[src/design/segment_clip_and_project_unit_macros.svh]
// assertion macros for the segment clip and projection unit
// included by the top level; needs nothing else
`ifndef SEGMENT_CLIP_AND_PROJECT_UNIT_MACROS_SVH
`define SEGMENT_CLIP_AND_PROJECT_UNIT_MACROS_SVH
`ifndef SYNTH
`define SCPU_ASSERT(lbl, clk, rst, prop) \
   lbl: assert property (@(posedge clk) disable iff (rst) prop) \
      else $error("scpu assertion failed");
`define SCPU_ASSERT_ALWAYS(lbl, clk, prop) \
   lbl: assert property (@(posedge clk) prop) \
      else $error("scpu assertion failed");
`else
`define SCPU_ASSERT(lbl, clk, rst, prop)
`define SCPU_ASSERT_ALWAYS(lbl, clk, prop)
`endif
`endif

[src/design/scpu_div_pipe.sv]
// pipelined restoring divider, one quotient bit per stage, with sideband
// no package dependencies
module scpu_div_pipe #(
   parameter int NUM_W  = 48,
   parameter int DEN_W  = 33,
   parameter int QUO_W  = 23,
   parameter int SIDE_W = 3
) (
   input  logic              clock,
   input  logic              reset,
   input  logic              en,
   input  logic              in_valid,
   input  logic [NUM_W-1:0]  in_num,
   input  logic [DEN_W-1:0]  in_den,
   input  logic [SIDE_W-1:0] in_side,
   output logic              out_valid,
   output logic [QUO_W-1:0]  out_quo,
   output logic [SIDE_W-1:0] out_side
);

   localparam int CMP_W = (NUM_W > DEN_W + QUO_W) ? NUM_W : DEN_W + QUO_W;

   logic [NUM_W-1:0]  rem_ff  [QUO_W];
   logic [DEN_W-1:0]  den_ff  [QUO_W];
   logic [QUO_W-1:0]  quo_ff  [QUO_W];
   logic [SIDE_W-1:0] side_ff [QUO_W];
   logic [QUO_W-1:0]  vld_ff;
   logic [QUO_W-1:0]  vld_in;

   assign vld_in = {vld_ff[QUO_W-2:0], in_valid};

   always_ff @(posedge clock) begin
      if (reset) begin
         vld_ff <= '0;
      end else if (en) begin
         vld_ff <= vld_in;
      end
   end

   for (genvar s = 0; s < QUO_W; s++) begin : g_step
      localparam int BIT = QUO_W - 1 - s;
      logic [NUM_W-1:0]  rem_prev;
      logic [NUM_W-1:0]  rem_in;
      logic [DEN_W-1:0]  den_prev;
      logic [QUO_W-1:0]  quo_prev;
      logic [QUO_W-1:0]  quo_in;
      logic [SIDE_W-1:0] side_prev;
      logic [CMP_W-1:0]  rem_ext;
      logic [CMP_W-1:0]  shifted;
      logic              fits;

      if (s == 0) begin : g_head
         assign rem_prev  = in_num;
         assign den_prev  = in_den;
         assign quo_prev  = '0;
         assign side_prev = in_side;
      end else begin : g_body
         assign rem_prev  = rem_ff[s-1];
         assign den_prev  = den_ff[s-1];
         assign quo_prev  = quo_ff[s-1];
         assign side_prev = side_ff[s-1];
      end

      always_comb begin
         rem_ext = CMP_W'(rem_prev);
         shifted = CMP_W'(den_prev) << BIT;
         fits    = rem_ext >= shifted;
         quo_in  = quo_prev;
         quo_in[BIT] = fits;
         rem_in  = fits ? NUM_W'(rem_ext - shifted) : rem_prev;
      end

      always_ff @(posedge clock) begin
         if (en) begin
            rem_ff[s]  <= rem_in;
            den_ff[s]  <= den_prev;
            quo_ff[s]  <= quo_in;
            side_ff[s] <= side_prev;
         end
      end
   end

   assign out_valid = vld_ff[QUO_W-1];
   assign out_quo   = quo_ff[QUO_W-1];
   assign out_side  = side_ff[QUO_W-1];

endmodule

[config.mk]
export PLATFORM = sky130hd
export DESIGN_NAME = scpu_div_pipe
export DESIGN_NICKNAME = d
export VERILOG_FILES = /design/src/design/segment_clip_and_project_unit_macros.svh /design/src/design/scpu_div_pipe.sv
export SDC_FILE = /design/constraint.sdc
export NUM_CORES = 2
export LEC_CHECK = 0
export BUFFER_PORTS_ARGS = -buffer_cell sky130_fd_sc_hd__buf_2
export CORE_MARGIN = 4
export CORE_UTILIZATION = 46
export DETAILED_ROUTE_END_ITERATION = 7
export GPL_TIMING_DRIVEN = 0
export SLEW_MARGIN = 5
export SYNTH_ARGS = -nofsm -noshare
export SYNTH_HDL_FRONTEND = slang
export SYNTH_SLANG_ARGS = --single-unit
[constraint.sdc]
create_clock -name clock -period 7.2 [get_ports clock]
set_input_delay 0.36 -clock clock [delete_from_list [all_inputs] [get_ports clock]]
set_output_delay 0.36 -clock clock [all_outputs]
set_load 0.05 [all_outputs]
# ---- Word-level counts from Yosys, hierarchy flattened
# Memories as Yosys holds them, arrays and structs flattened.
# Cells that the tools add are included.
dict set report word_totals {
  register_bits 23
  latchBits 0
  ram_bits 2461
  rom_bits 0
  in_bits 88
  out_inout_bits 27
  elab_cells 76
  mem_count 4
}
dict set report classes {
  addsub 23
  multipliers 0
  div 0
  magnitude_cmp 23
  eq_ne 0
  shifts 0
  mux 25
  bitwise 0
  n_reduce_logical 0
}
# memory words word_bits read_ports rd_ports_with_merged_regs write_ports line_no
set memory_table {}
lappend memory_table {rem_ff 23 48 22 0 23 scpu_div_pipe.sv:23} ;# logic [NUM_W-1:0] rem_ff [QUO_W];
lappend memory_table {den_ff 23 33 22 0 23 scpu_div_pipe.sv:24} ;# logic [DEN_W-1:0] den_ff [QUO_W];
lappend memory_table {quo_ff 23 23 23 0 23 scpu_div_pipe.sv:25} ;# logic [QUO_W-1:0] quo_ff [QUO_W];
lappend memory_table {side_ff 23 3 23 0 23 scpu_div_pipe.sv:26} ;# logic [SIDE_W-1:0] side_ff [QUO_W];
# op n
set op_table {}
lappend op_table {{2-to-1 mux 48 bit} 23}
lappend op_table {{subtractor 48 bit} 8}
lappend op_table {{>= comparator 48 x 55 -> 1 bit} 1}
lappend op_table {{>= comparator 48 x 54 -> 1 bit} 1}
lappend op_table {{>= comparator 48 x 53 -> 1 bit} 1}
lappend op_table {{>= comparator 48 x 52 -> 1 bit} 1}
lappend op_table {{>= comparator 48 x 51 -> 1 bit} 1}
lappend op_table {{>= comparator 48 x 50 -> 1 bit} 1}
lappend op_table {{>= comparator 48 x 49 -> 1 bit} 1}
lappend op_table {{>= comparator 48 x 33 -> 1 bit} 1}
lappend op_table {{>= comparator 48 x 34 -> 1 bit} 1}
lappend op_table {{>= comparator 48 x 35 -> 1 bit} 1}
lappend op_table {{>= comparator 48 x 36 -> 1 bit} 1}
lappend op_table {{>= comparator 48 x 37 -> 1 bit} 1}
lappend op_table {{>= comparator 48 x 38 -> 1 bit} 1}
lappend op_table {{>= comparator 48 x 39 -> 1 bit} 1}
lappend op_table {{>= comparator 48 x 40 -> 1 bit} 1}
lappend op_table {{>= comparator 48 x 41 -> 1 bit} 1}
lappend op_table {{>= comparator 48 x 42 -> 1 bit} 1}
lappend op_table {{>= comparator 48 x 43 -> 1 bit} 1}
lappend op_table {{>= comparator 48 x 44 -> 1 bit} 1}
lappend op_table {{>= comparator 48 x 45 -> 1 bit} 1}
lappend op_table {{>= comparator 48 x 46 -> 1 bit} 1}
lappend op_table {{>= comparator 48 x 47 -> 1 bit} 1}
lappend op_table {{other kinds (17)} 18}

# ---- Longest topological paths before layout
# An unclocked memory read counts as a cell.
dict set report depth {
  word_depth 3
  ltp_mapped 15
  ltp_nobuf 14
}

# ---- Least setup slack after synthesis
# Ideal clock, no wire load.
dict set report synth_path {
  path_type {register to register}
  from {memory rem_ff[16][5] (netlist: rem_ff[2][5])}
  to {memory rem_ff[17][47] (netlist: rem_ff[2][95]) (data pin)}
  setup_time_ps 273
  t_arrival_ps 3147
  t_required_ps 6927
  setup_slack_ps 3780
  stages_incl_launch_ff 15
  n_path_buf 0
  period_less_slack_ps 3420
  cell_sequence {edfxtp_1 inv_1 ha_1 inv_1 fa_1 a211o_1 a2111oi_2 nor4_1 o21ai_0 o31ai_1 o211ai_1 a31oi_1 a21boi_0 nor4b_1 xor2_1}
}
# item line_no
set synth_rtl {}
lappend synth_rtl {{start: declaration} scpu_div_pipe.sv:23}

==> flow_metrics.tcl <==
set metrics [dict create \
    cts.hold.buffers_added 87 \
    min_path_type "input pin to register" \
    crit_path_max_incr_delay_ns 0.96 \
    synth_adder_area_share_pct 8.31 \
    first_pass_iters 6 \
    die_h_um 509 \
    place.port_buffers 114 \
    n_fill_cell 21800 \
    fin_crit_sh_pct 93.6 \
    crit_buf_inv 5 \
    crit_fanout 10 \
    route.detailed.drc 0 \
    post-place-cells 13500 \
    cellLeakagePower_uw 0.0511 \
    setup_ws_ns 0.459 \
    worstSetupStartpointType "register" \
    yosysWarnings 0 \
    io_pins 115 \
    ys.flop_type "edfxtp_1" \
    rsz0062_at_grt "false" \
    cts.repair.resized 0 \
    cts_tree "built" \
    seq_area_um2 64300 \
    synth_top_area_share_pct 55.4 \
    area_growth_pct 12.3 \
    drive_above_1_share_pct 7.96 \
    die_area_um2 259000 \
    grt_use_total_pct 23.5 \
    vias_per_cell 5.57 \
    crit_top_cell "buf_1" \
    synthXorXnorAreaFrac_pct 5.35 \
    cts.clk_slew.worst_paths_ns 0.06 \
    initial_core_util_pct 46.3 \
    ant_nets 0 \
    place.gp.congestion 0.963 \
    die_w_um 509 \
    synth.area.top_cells "edfxtp_1 55%, ha_1 7.9%, a21oi_1 3.7%" \
    cts_inserted_buffers 235 \
    routed_wl_um 308000 \
    cp-end-kind "register" \
    ys_async_sr_fraction_pct 0 \
    synth.distinct_cells 98 \
    setup_viol 0 \
    cts_sinks 2150 \
    yosysSeqAreaShare_pct 55.8 \
    drtIter0Drc 5025 \
    netlist_instances 9990 \
    skew_ns 0.0925 \
    path_cells "inv_1 > ha_1 > clkbuf_1 > nand3_1 > nor4_1 > nand4_1 > o41ai_1 > a31oi_1 > o21a_1 > inv_2 > buf_1 > buf_1 > a21oi_1" \
    synth_top_family_by_area "compound AO/OA/AOI/OAI gates" \
    wl_per_cell_um 22.0 \
    grt_overflow 0 \
    syn_area_um2 115000 \
    fmax_mhz 148 \
    arrival_ns 7.29 \
    antenna_found_initial 9 \
    yosys.cell_count.top_type "edfxtp_1" \
    hold_viol 0 \
    status "finished, final reports clean" \
    dp_slack_ns 0.0522 \
    syn_avg_cell_area_um2 11.5 \
    clock_path_buffers 3 \
    slew_headroom_pct 2.83 \
    clk_latency_ns 0.89 \
    postCtsSetupRepairBufs 0 \
    core-area_um2 249000 \
    fin_cells 14000 \
    cts-root-buf "clkbuf_16" \
    grt_pass1_wl_um 468000 \
    synth_common_cells "2127 x edfxtp_1, 911 x inv_1, 843 x a21oi_1, 731 x ha_1, 687 x nand2_1" \
    rows 183 \
    synth_top_cell_by_area "edfxtp_1" \
    synthMuxAreaShare_pct 2.75 \
    synth_compound_area_share_pct 14.1 \
    synth_edf_count 2127 \
    p_per_area_nw_per_um2 371 \
    peakVddDrop_mv 0.234 \
    layout_min_cycle_time_ns 6.74 \
    grt_start_max_net_pins 183 \
    grt_pass1_vias 79900 \
    drv_cap 0 \
    critPathTopFamily "buffers and inverters" \
    hpwl_um 243000 \
    via_count 77900 \
    synth_nets 10800 \
    synthSimpleGateAreaFrac_pct 9.84 \
    crit_type "register to register" \
    multi_input_area_um2 46500 \
    worstPathRequired_ns 7.75 \
    slew_viol_final 0 \
    final_nets 11300 \
    tns_ns 0 \
    ys_seq_elements 2150 \
    htreeDepth 4 \
    worst_pin_slew_ns 1.45 \
    crit_path_top_delay_cell "buf_1" \
    fin_hold_ws_ns 0.183 \
]
worst reg2reg max path, stage by stage (launching register included):
cell and delay, ns:
edfxtp_1 0.41, inv_1 0.06, ha_1 0.26, clkbuf_1 0.26, nand3_1 0.22, nor4_1 0.32, nand4_1 0.19, o41ai_1 0.75
a31oi_1 0.67, o21a_1 0.65, inv_2 0.49, buf_1 0.97, buf_1 1.00, a21oi_1 0.20
sequential cells by signal (all words and copies together), names as in the netlist:
register and cells:
rem_ff 1056, den_ff 726, quo_ff 276, side_ff 69
vld_ff 23
metal layers:
| layer | routed length (um) | global-route usage [%] |
|---|---|---|
| met1 | 111000 | 23.9 |
| met2 | 170000 | 46.3 |
| met3 | 9420 | 2.78 |
| met4 | 18000 | 12.2 |
| met5 | 10 | 0 |
cell type report:
type | count | area share [%]
Inverter | 914 | 2.65
Clock buffer | 287 | 4.80
Multi-Input combinational cell | 6675 | 35.9
Tap cell | 3330 | 3.22
Timing Repair Buffer | 221 | 1.46
Sequential cell | 2150 | 49.7
Buffer | 251 | 0.807
Clock inverter | 156 | 1.43
Antenna cell | 11 | 0.0213
layout by cell type, fill, tap and decap left out, types with 97 or more instances in the layout:
master        n
xor2_1      285
a21o_1      380
clkbuf_16   239
nand4_1     124
a21oi_1     843
mux2_2      218
nor2_1      614
clkbuf_1    233
nand2b_1    105
nand2_1     687
xnor2_1     419
o21a_1       98
ha_1        731
nand3_1     159
o21ai_0     589
a31oi_1      97
inv_1       911
buf_2       148
edfxtp_1   2127
nor2b_1     117
nor3_1      116
power by group:
part	leakage, uW	internal (uW)	switching (uW)
Combinational	0.0263	6960	10400
Clock	0.00387	7240	5150
Sequential	0.0209	16900	1380
cell families after synthesis:
| kind of cell | after synthesis |
|---|---|
| AND/OR/NAND/NOR | 2336 |
| XOR/XNOR | 704 |
| flip-flops | 2150 |
| adder cells (fa/ha/maj) | 753 |
| AO/OA/AOI/OAI | 2596 |
| buffers and inverters | 1165 |
| multiplexers | 286 |
worst paths after layout:
kind         cells after the start              to  slack, ns           start
min                              2   side_ff[0][0]       0.18      in_side[0]
min reg2reg                      0   quo_ff[2][68]       0.40   quo_ff[2][45]
max reg2reg                     13  rem_ff[1][319]       0.46  den_ff[1][172]
max                             13  rem_ff[1][319]       0.46  den_ff[1][172]
stage by stage:
| step | utilization [%] | instance area [um2] | power, uW |
|---|---|---|---|
| 5_1_grt | 52.0 | 129000 | 50900 |
| 6_report | 52.0 | 129000 | 48000 |
| 2_1_floorplan | - | 115000 | 30500 |
| 4_1_cts | 52.0 | 129000 | 48200 |
| 3_5_place_dp | 48.4 | 121000 | 35600 |
| 3_3_place_gp | 48.2 | 120000 | 36300 |
Power figures use the tool's default switching activity.
